<file path="config.mk">
export PLATFORM = sky130hd
export DESIGN_NAME = vip_plane_mem
export DESIGN_NICKNAME = d
export VERILOG_FILES = /design/src/design/vip_pkg.sv /design/src/design/vip_plane_mem.sv
export SDC_FILE = /design/constraint.sdc
export NUM_CORES = 2
export LEC_CHECK = 0
export BUFFER_PORTS_ARGS = -buffer_cell sky130_fd_sc_hd__buf_2
export CAP_MARGIN = 10
export CORE_UTILIZATION = 30
export CTS_BUF_LIST = sky130_fd_sc_hd__clkbuf_8
export CTS_CLUSTER_SIZE = 8
export DETAILED_ROUTE_END_ITERATION = 7
export GPL_ROUTABILITY_DRIVEN = 0
export PLACE_DENSITY = 0.48
export SLEW_MARGIN = 40
export SYNTH_ARGS = -nofsm -noshare
export SYNTH_HDL_FRONTEND = slang
export SYNTH_SLANG_ARGS = --single-unit
</file>
<file path="constraint.sdc">
create_clock -name clk -period 17.9 [get_ports clk]
set_input_delay 1.79 -clock clk [delete_from_list [all_inputs] [get_ports clk]]
set_output_delay 1.79 -clock clk [all_outputs]
set_load 0.02 [all_outputs]
</file>
<file path="src/design/vip_pkg.sv">
// ---------------------------------------------------------------------------
// vip_pkg
// Shared types and constants for the vertices-inside-planes block.
// ---------------------------------------------------------------------------
`default_nettype none

package vip_pkg;

    localparam int MAX_PLANES   = 32;
    localparam int MAX_VERTICES = 256;
    localparam int PLANE_AW     = $clog2(MAX_PLANES);
    localparam int VERT_AW      = $clog2(MAX_VERTICES);
    localparam int PCNT_W       = $clog2(MAX_PLANES + 1);
    localparam int VCNT_W       = $clog2(MAX_VERTICES + 1);

    // widths of the solver datapath
    localparam int NUM_W = 55;
    localparam int DEN_W = 41;

    // request codes
    localparam logic [1:0] REQ_LOAD  = 2'd0;
    localparam logic [1:0] REQ_RUN   = 2'd1;
    localparam logic [1:0] REQ_READ  = 2'd2;
    localparam logic [1:0] REQ_CLEAR = 2'd3;

    // status codes
    localparam logic [1:0] ST_OK    = 2'd0;
    localparam logic [1:0] ST_FULL  = 2'd1;
    localparam logic [1:0] ST_OVF   = 2'd2;
    localparam logic [1:0] ST_RANGE = 2'd3;

    // configuration register indexes
    localparam logic CFG_PAR_EPS = 1'b0;
    localparam logic CFG_IN_EPS  = 1'b1;

    localparam logic [31:0] PAR_EPS_RST = 32'd429497;
    localparam logic [15:0] IN_EPS_RST  = 16'd0;

    typedef struct packed {
        logic [1:0]         req_type;
        logic signed [31:0] normal_x;
        logic signed [31:0] normal_y;
        logic signed [31:0] normal_z;
        logic signed [31:0] plane_offset;
        logic [7:0]         vertex_index;
    } req_t;

    typedef struct packed {
        logic [1:0]         status;
        logic signed [31:0] vertex_x;
        logic signed [31:0] vertex_y;
        logic signed [31:0] vertex_z;
        logic [8:0]         vertex_count;
        logic [31:0]        plane_mask;
        logic [5:0]         plane_count;
    } rsp_t;

    typedef struct packed {
        logic signed [31:0] nx;
        logic signed [31:0] ny;
        logic signed [31:0] nz;
        logic signed [31:0] d;
    } plane_t;

    typedef struct packed {
        logic signed [31:0] x;
        logic signed [31:0] y;
        logic signed [31:0] z;
    } vertex_t;

endpackage

`default_nettype wire

</file>
<file path="src/design/vip_plane_mem.sv">
// ---------------------------------------------------------------------------
// vip_plane_mem
// Plane store: one write port, one registered read port.
// ---------------------------------------------------------------------------
`default_nettype none

module vip_plane_mem import vip_pkg::*; (
    input  wire logic                clk,
    input  wire logic                we,
    input  wire logic [PLANE_AW-1:0] waddr,
    input  wire plane_t              wdata,
    input  wire logic                re,
    input  wire logic [PLANE_AW-1:0] raddr,
    output plane_t                   rdata
);

    plane_t plane_mem [MAX_PLANES];
    plane_t rdata_reg;

    // write and registered read
    always_ff @(posedge clk)
    begin
        if (we)
        begin
            plane_mem[waddr] <= wdata;
        end
        if (re)
        begin
            rdata_reg <= plane_mem[raddr];
        end
    end

    assign rdata = rdata_reg;

endmodule

`default_nettype wire

</file>
==> impl_metrics.env <==
export IMPL_htreeDepth=6
export IMPL_die_x_um=724
export IMPL_post_dp_cell_area_um2=168000
export IMPL_cp_num_buf_inv=5
export IMPL_synthTopCellsByArea="edfxtp_1 81%, mux4_2 14%, o22ai_1 1.8%"
export IMPL_dieHeight_um=724
export IMPL_cts_tree="yes"
export IMPL_vdd_ir_drop_worst_v=0.0000789
export IMPL_hold_viol=0
export IMPL_track_usage=0.175
export IMPL_synth_seq_area_share=0.810
export IMPL_ys_ff_latch=4224
export IMPL_ff_latch_area_um2=127000
export IMPL_min_period_ns=4.63
export IMPL_stdcell_area_um2=180000
export IMPL_p_total_mw=19.6
export IMPL_cts_resized_gates=0
export IMPL_num_vias=75700
export IMPL_hold_buffers=0
export IMPL_yosysWarnings=0
export IMPL_max_freq_ghz=0.216
export IMPL_cp_startpoint="raddr[0]"
export IMPL_path_clk_slew_ns=0.06
export IMPL_clockRootBuffer="clkbuf_8"
export IMPL_fin_nets=7433
export IMPL_post_cts_buffers=0
export IMPL_path_depth=8
export IMPL_finalCritPeriodShare=0.259
export IMPL_area_delta_synth_final_pct=15.2
export IMPL_drive_above_1_share=0.297
export IMPL_dp_hpwl_um=237000
export IMPL_max_cap_viol_count=0
export IMPL_path_cells="buf_12 > buf_16 > buf_4 > buf_4 > buf_6 > mux4_2 > o22ai_1 > nor4_1"
export IMPL_coreArea_um2=518000
export IMPL_dr_first_iter_drc_count=7665
export IMPL_ff2ff_setup_slack_ns=15.92
export IMPL_hold_class="reg -> reg"
export IMPL_drt_wl_total_um=469000
export IMPL_grt_pass1_vias=78700
export IMPL_cp_start_kind="primary input"
export IMPL_fin_ws_ns=13.27
export IMPL_gr_total_overflow=0
export IMPL_multi_input_area_um2=28300
export IMPL_numPortBuffers=268
export IMPL_setup_tns_ns=0
export IMPL_grt_pass1_wl_um=642000
export IMPL_drt_first_pass_iters=5
export IMPL_wire_per_inst_um=31.8
export IMPL_largest_reg_flops=4096
export IMPL_worstPathArrival_ns=5.57
export IMPL_ioPinCount=269
export IMPL_die_area_um2=525000
export IMPL_clk_insertion_delay_late_ns=1.24
export IMPL_cts_sinks=4224
export IMPL_antenna_found_initial=103
export IMPL_via_per_inst=5.13
export IMPL_crit_top_cell="buf_4"
export IMPL_powerDensity_nw_per_um2=109
export IMPL_fin_skew_ns=0.0421
export IMPL_crit_path_top_delay_cell="buf_4"
export IMPL_rsz0062_at_grt="false"
export IMPL_drc_errors=0
export IMPL_synth_area_um2=157000
export IMPL_synth_distinct_cells=27
export IMPL_worst_r2r_path_depth=3
export IMPL_regToRegEndpoint="rdata[27]"
export IMPL_setup_viol=0
export IMPL_cts_buffers=697
export IMPL_min_from="plane_mem[26][104]"
export IMPL_cp_top_family="buffers and inverters"
export IMPL_layout_common_cells="4224 x edfxtp_1, 956 x mux4_2, 709 x clkbuf_8, 444 x o22ai_1, 265 x buf_2"
export IMPL_cts_buffer_depth=4
export IMPL_end_kind="flop"
export IMPL_slew_headroom=0.369
export IMPL_reg2reg_from="plane_mem[2][27]"
export IMPL_ant_nets=0
export IMPL_pre_cts_ws_ns=11.64
export IMPL_cp_required_ns=18.84
export IMPL_worst_slew_pin_transition_ns=0.946
export IMPL_slew_viol_final=0
export IMPL_grt_max_degree=94
export IMPL_cp_slowest_stage_delay_ns=0.68
export IMPL_endpoint="rdata[66]"
export IMPL_yosysTopAreaCell="edfxtp_1"
export IMPL_path_max_fanout=60
export IMPL_leakagePower_nw=56.0
export IMPL_final_common_cell="edfxtp_1"
export IMPL_synthCells=6440
export IMPL_yosysTopAreaCellShare=0.810
export IMPL_num_fill_cells=47900
export IMPL_synth_area_per_cell_um2=24.3
export IMPL_rows=264
export IMPL_worst_setup_path_type="in -> reg"
export IMPL_utilization=0.348
export IMPL_status="completed"
export IMPL_syn_nets=6581
export IMPL_initial_core_util=0.302
per-layer routing:
metal / vias to the layer above / global-route usage / share of wire
met5: - / 0 / 0.00062
met4: 46 / 0.0422 / 0.023
met3: 796 / 0.0321 / 0.061
met2: 2826 / 0.299 / 0.50
met1: 42000 / 0.231 / 0.41
li1: 30000 / - / -
tightest hold or removal path, cell delays in order, from the launching register on:
cell and delay (ns):
edfxtp_1 0.32, mux4_2 0.24, a22oi_1 0.07, nand4_1 0.07
power by group:
group | switching [mW] | internal (mW) | leakage, nW
sequential | 0.0517 | 11.0 | 38.1
combinational | 0.601 | 0.336 | 10.8
clock | 3.87 | 3.73 | 7.07
total | 4.52 | 15.1 | 56.0
cells by family after synthesis:
logic type      share of synthesized area
flops                               0.810
mux                                 0.146
compound gates                     0.0226
buf+inv                            0.0125
simple gates                      0.00825
stage by stage:
step / hold slack [ns] / cells
final: 0.802 / 14700
after global routing: 0.842 / 14700
after CTS: 0.805 / 14700
after detailed placement: 0.791 / 13500
after global placement: 0.795 / 13500
after floorplan: 0.724 / 6440
how the worst min path moves through the flow:
stage / endpoint / depth (start not counted)
2_1_floorplan: rdata[104] / 3
3_3_place_gp: rdata[104] / 3
3_5_place_dp: rdata[104] / 4
4_1_cts: rdata[104] / 3
5_1_grt: rdata[104] / 3
6_report: rdata[104] / 3
final cells by class:
class	instances	share of cell area
Antenna cell	22	0.000305
Multi-Input combinational cell	1864	0.157
Sequential cell	4224	0.704
Timing Repair Buffer	505	0.0243
Clock inverter	505	0.0130
Clock buffer	709	0.0541
Tap cell	6916	0.0480
synthesized netlist by cell type:
| library cell | number |
|---|---|
| nand2_1 | 4 |
| buf_1 | 44 |
| buf_2 | 94 |
| nor2_2 | 1 |
| nor4_1 | 111 |
| clkbuf_4 | 9 |
| nor2b_1 | 3 |
| and3b_1 | 1 |
| nor3b_1 | 1 |
| and2_1 | 1 |
| buf_6 | 30 |
| nand3b_1 | 6 |
| and3_1 | 1 |
| nand3_1 | 37 |
| clkbuf_1 | 108 |
| buf_4 | 67 |
| a22oi_1 | 102 |
| edfxtp_1 | 4224 |
| mux4_2 | 956 |
| or2_1 | 1 |
| nand2b_1 | 1 |
| or3_1 | 2 |
| or3b_2 | 4 |
| nor2_1 | 35 |
| mux2i_1 | 136 |
| nand4_1 | 17 |
| o22ai_1 | 444 |
Note: power is estimated with default switching activity, not from simulation.
