$ cat src/design/vip_pkg.sv
// ---------------------------------------------------------------------------
// vip_pkg
// Shared types and constants for the vertices-inside-planes block.
// ---------------------------------------------------------------------------
`default_nettype none

package vip_pkg;

    localparam int MAX_PLANES   = 32;
    localparam int MAX_VERTICES = 256;
    localparam int PLANE_AW     = $clog2(MAX_PLANES);
    localparam int VERT_AW      = $clog2(MAX_VERTICES);
    localparam int PCNT_W       = $clog2(MAX_PLANES + 1);
    localparam int VCNT_W       = $clog2(MAX_VERTICES + 1);

    // widths of the solver datapath
    localparam int NUM_W = 55;
    localparam int DEN_W = 41;

    // request codes
    localparam logic [1:0] REQ_LOAD  = 2'd0;
    localparam logic [1:0] REQ_RUN   = 2'd1;
    localparam logic [1:0] REQ_READ  = 2'd2;
    localparam logic [1:0] REQ_CLEAR = 2'd3;

    // status codes
    localparam logic [1:0] ST_OK    = 2'd0;
    localparam logic [1:0] ST_FULL  = 2'd1;
    localparam logic [1:0] ST_OVF   = 2'd2;
    localparam logic [1:0] ST_RANGE = 2'd3;

    // configuration register indexes
    localparam logic CFG_PAR_EPS = 1'b0;
    localparam logic CFG_IN_EPS  = 1'b1;

    localparam logic [31:0] PAR_EPS_RST = 32'd429497;
    localparam logic [15:0] IN_EPS_RST  = 16'd0;

    typedef struct packed {
        logic [1:0]         req_type;
        logic signed [31:0] normal_x;
        logic signed [31:0] normal_y;
        logic signed [31:0] normal_z;
        logic signed [31:0] plane_offset;
        logic [7:0]         vertex_index;
    } req_t;

    typedef struct packed {
        logic [1:0]         status;
        logic signed [31:0] vertex_x;
        logic signed [31:0] vertex_y;
        logic signed [31:0] vertex_z;
        logic [8:0]         vertex_count;
        logic [31:0]        plane_mask;
        logic [5:0]         plane_count;
    } rsp_t;

    typedef struct packed {
        logic signed [31:0] nx;
        logic signed [31:0] ny;
        logic signed [31:0] nz;
        logic signed [31:0] d;
    } plane_t;

    typedef struct packed {
        logic signed [31:0] x;
        logic signed [31:0] y;
        logic signed [31:0] z;
    } vertex_t;

endpackage

`default_nettype wire

$ cat src/design/vip_div.sv
// ---------------------------------------------------------------------------
// vip_div
// Radix-2 restoring divider: -num/den in Q16.16, truncated, saturated.
// ---------------------------------------------------------------------------
`default_nettype none

module vip_div import vip_pkg::*; (
    input  wire logic                    clk,
    input  wire logic                    rst_n,
    input  wire logic                    start,
    input  wire logic signed [NUM_W-1:0] num,
    input  wire logic signed [DEN_W-1:0] den,
    output logic                         done,
    output logic signed [31:0]           quo
);

    localparam int DVD_W = NUM_W + 16;
    localparam int CNT_W = $clog2(DVD_W + 1);

    logic             busy_reg,  busy_next;
    logic             done_reg,  done_next;
    logic [CNT_W-1:0] cnt_reg,   cnt_next;
    logic [DVD_W-1:0] dvd_reg,   dvd_next;
    logic [DEN_W-1:0] dsr_reg,   dsr_next;
    logic [DEN_W:0]   rem_reg,   rem_next;
    logic [32:0]      q_reg,     q_next;
    logic             big_reg,   big_next;
    logic             neg_reg,   neg_next;

    logic [NUM_W-1:0] num_mag;
    logic [DEN_W-1:0] den_mag;
    logic [DEN_W:0]   rem_sh;
    logic             ge;
    logic [32:0]      q_neg;

    // one quotient bit per cycle
    always_comb
    begin
        num_mag   = num[NUM_W-1] ? NUM_W'(-num) : NUM_W'(num);
        den_mag   = den[DEN_W-1] ? DEN_W'(-den) : DEN_W'(den);
        rem_sh    = {rem_reg[DEN_W-1:0], dvd_reg[DVD_W-1]};
        ge        = rem_sh >= {1'b0, dsr_reg};
        busy_next = busy_reg;
        done_next = 1'b0;
        cnt_next  = cnt_reg;
        dvd_next  = dvd_reg;
        dsr_next  = dsr_reg;
        rem_next  = rem_reg;
        q_next    = q_reg;
        big_next  = big_reg;
        neg_next  = neg_reg;
        if (start)
        begin
            busy_next = 1'b1;
            cnt_next  = CNT_W'(DVD_W);
            dvd_next  = {num_mag, 16'd0};
            dsr_next  = den_mag;
            rem_next  = '0;
            q_next    = '0;
            big_next  = 1'b0;
            neg_next  = (num[NUM_W-1] == den[DEN_W-1]);
        end
        else if (busy_reg)
        begin
            rem_next = ge ? rem_sh - {1'b0, dsr_reg} : rem_sh;
            big_next = big_reg | q_reg[32];
            q_next   = {q_reg[31:0], ge};
            dvd_next = {dvd_reg[DVD_W-2:0], 1'b0};
            cnt_next = cnt_reg - 1'b1;
            if (cnt_reg == CNT_W'(1))
            begin
                busy_next = 1'b0;
                done_next = 1'b1;
            end
        end
    end

    // control state
    always_ff @(posedge clk or negedge rst_n)
    begin
        if (!rst_n)
        begin
            busy_reg <= 1'b0;
            done_reg <= 1'b0;
        end
        else
        begin
            busy_reg <= busy_next;
            done_reg <= done_next;
        end
    end

    // datapath
    always_ff @(posedge clk)
    begin
        cnt_reg <= cnt_next;
        dvd_reg <= dvd_next;
        dsr_reg <= dsr_next;
        rem_reg <= rem_next;
        q_reg   <= q_next;
        big_reg <= big_next;
        neg_reg <= neg_next;
    end

    // sign and saturation
    always_comb
    begin
        q_neg = -q_reg;
        if (neg_reg)
        begin
            if (big_reg || q_reg > 33'h0_8000_0000)
            begin
                quo = 32'sh8000_0000;
            end
            else
            begin
                quo = $signed(q_neg[31:0]);
            end
        end
        else
        begin
            if (big_reg || q_reg > 33'h0_7FFF_FFFF)
            begin
                quo = 32'sh7FFF_FFFF;
            end
            else
            begin
                quo = $signed(q_reg[31:0]);
            end
        end
    end

    assign done = done_reg;

endmodule

`default_nettype wire

$ cat config.mk
export PLATFORM = sky130hd
export DESIGN_NAME = vip_div
export DESIGN_NICKNAME = d
export VERILOG_FILES = /design/src/design/vip_pkg.sv /design/src/design/vip_div.sv
export SDC_FILE = /design/constraint.sdc
export NUM_CORES = 1
export LEC_CHECK = 0
export BUFFER_PORTS_ARGS = -buffer_cell sky130_fd_sc_hd__buf_2
export CORE_MARGIN = 3
export CORE_UTILIZATION = 38
export DETAILED_ROUTE_END_ITERATION = 16
export PLACE_DENSITY_LB_ADDON = 0.05
export RECOVER_POWER = 25
export SLEW_MARGIN = 40
export SYNTH_ARGS = -nofsm -noshare
export SYNTH_HDL_FRONTEND = slang
export SYNTH_SLANG_ARGS = --single-unit
$ cat constraint.sdc
create_clock -name clk -period 3.7 [get_ports clk]
set_input_delay 0.185 -clock clk [delete_from_list [all_inputs] [get_ports clk]]
set_output_delay 0.185 -clock clk [all_outputs]
set_load 0.03 [all_outputs]
==> metrics.cfg <==
[status]
status = finished, violations left
failed_checks = max-capacitance violations, max-slew violations

[global_routing]
busiest_layer = met1
grt_pass1_wl_um = 54600
grt_use_met1_pct = 28.7
grt_util_met2_pct = 27.8
overflow = 0
gr-usage-all-layers_pct = 18.8
antenna_found_initial = 1
first_global_vias = 10300
globalRouteMet3Util_pct = 3.34
grt_max_degree = 76

[place]
placed_area_sq_mm = 0.0137
port-buffer-count = 131
gp_congestion = 0.840
hpwl_um = 24200

[power_and_ir_drop]
p_switching_mw = 3.12
power.total_mw = 8.02
power.density_mw_per_mm2 = 558
leakagePower_nw = 6.25
intPower_mw = 4.89
p_comb_share_pct = 43.7
clockPowerShare_pct = 23.7
pwr-share-seq_pct = 32.6
switching_share_pct = 39.0
peakVddDrop_v = 0.000353

[setup_path]
cp_max_fo = 24
path_class = reg2out
cp.arrival_ps = 3320
cp-start-kind = register
worst_setup_path_end_kind = output pin
required_ps = 3510

[floorplanning]
die_w_um = 187
die-area_sq_mm = 0.0349
rows = 65
die_h_um = 187
ios = 132
coreArea_sq_mm = 0.0319
start_util_pct = 39.0

[synth]
syn_area_per_cell_sq_um = 8.51
yosys_warnings = 0
async_reset_ff_share_pct = 1.10
synthFlopType = edfxtp_1
netlist_area_sq_mm = 0.0124
syn_nets = 1609
synth-edff-count = 97
synthDistinctLibCells = 70
synth-seq-cells = 181
syn_inst = 1462
ys_seq_area_share_pct = 37.0

[clock_network]
clock_latency_ps = 440
clock_path_buffers = 2
cts_tree = built
cts_setup_buffers = 0
cts_max_level = 4
path_clk_slew_ps = 70
cts.sinks = 181
numCtsBuffers = 17
cts_root_buf = clkbuf_16

[sta]
slew_headroom_pct = -94.1
setup_violations = 0
drv_slew = 118
rsz0062_at_grt = false
min_period_ps = 3500
post-route-period-util_pct = 94.6
tightest_slew_ps = 2910
max_freq_ghz = 0.286
finalClockSkew_ps = 9.76
hold_viol = 0

[routing]
wl_um = 33200
first_pass_iters = 5
ant_nets = 0
first_iter_violations = 601
drt-vias-per-instance = 5.46
route.detailed.wl_per_inst_um = 16.5
drc_errors = 0
num_vias = 11000

[layout]
drive_gt1_share_pct = 15.8
design_area_sq_mm = 0.0144
largest_reg_flops = 55
area_growth_syn_to_layout_pct = 15.4
nets = 1714
fillCellCount = 3227
utilization_pct = 45.0
final_cell_mix = 171 x nor2_1, 133 x nand2_1, 125 x buf_2
diodes = 0
final_common_cell = nor2_1

[flow_run]
maxCapViolCount = 2

[hold_path]
hp-class = in2reg

[cells in the mapped netlist (40+ instances only)]
cell type	count	area (sq um)
xor2_1	65	569
ha_1	47	588
inv_1	61	229
edfxtp_1	97	2910
a21oi_1	111	556
nand2_1	133	499
dfxtp_1	82	1640
nor3_1	40	200
xnor2_1	64	561
clkbuf_1	94	353
nor2_1	172	646
o21ai_0	73	365
[cells by family after synthesis]
| group | share of synthesized area, % |
|---|---|
| flip-flops | 37.0 |
| adder cells (fa/ha/maj) | 4.89 |
| buffers and inverters | 5.02 |
| AND/OR/NAND/NOR | 20.4 |
| multiplexers | 2.90 |
| AO/OA/AOI/OAI | 20.7 |
| XOR/XNOR | 9.08 |
[layout make-up]
type / count / area [sq um] / area share (%)
multi-input cells: 1117 / 7250 / 50.5
flip-flops and latches: 181 / 4610 / 32.1
repair buffers: 188 / 1120 / 7.80
well taps: 435 / 544 / 3.79
clock buffers: 18 / 429 / 2.99
inverters: 62 / 233 / 1.62
clock inverters: 14 / 175 / 1.22
[per-layer routing]
| metal | part of all wire (%) | wire [um] | vias to the layer above |
|---|---|---|---|
| li1 | - | - | 5531 |
| met1 | 53 | 17500 | 5223 |
| met2 | 42 | 14000 | 213 |
| met3 | 4.1 | 1360 | 23 |
| met4 | 0.86 | 286 | 2 |
| met5 | 0.039 | 13 | - |
[worst max-delay path, cell delays in order, from the launching register on]
cell	delay, ps
dfxtp_1	400
nor4_2	240
buf_4	160
nand4_1	140
or4_4	540
nand4bb_1	230
a21o_2	420
o41ai_1	380
a211o_1	180
buf_2	190
[path summary, 6_finish.rpt]
path                       cells after the start        start  slack, ps     endpoint
min                                            2      den[39]         40  dsr_reg[39]
max                                            9    q_reg[16]        200      quo[11]
min in group asynchronous                      2        rst_n         80     busy_reg
min reg2reg                                    2      big_reg        460      big_reg
max in group asynchronous                      2        rst_n       3480     busy_reg
max reg2reg                                   15  dvd_reg[70]        230  rem_reg[28]
[power groups by stage]
stage | Sequential [mW] | Clock, mW | Combinational (mW)
floorplan | 2.59 | 0 | 2.56
global placement | 2.65 | 0 | 3.46
detailed placement | 2.65 | 0 | 3.46
CTS | 2.61 | 1.95 | 3.49
global route | 2.65 | 2.03 | 3.91
finish | 2.62 | 1.90 | 3.50
[per-stage QoR]
step	hold WS (ps)	setup slack, ps	TNS, ps	cells
after floorplan	-111	127	0	1462
after global placement	-24.2	29.7	0	1981
after detailed placement	-27.2	-6.26	-6.26	1981
after CTS	17.5	38.9	0	2015
after global routing	30.3	11.6	0	2015
final	40.7	198	0	2015
[timing repair]
| action | in CTS | in global routing |
|---|---|---|
| hold endpoints to repair | 3 | 0 |
| gates resized for setup | 2 | 8 |
| hold buffers | 2 | 0 |
| endpoints found under the setup margin | 17 | 31 |
| gates cloned | 0 | 0 |
Note: power is estimated with default switching activity, not from simulation.
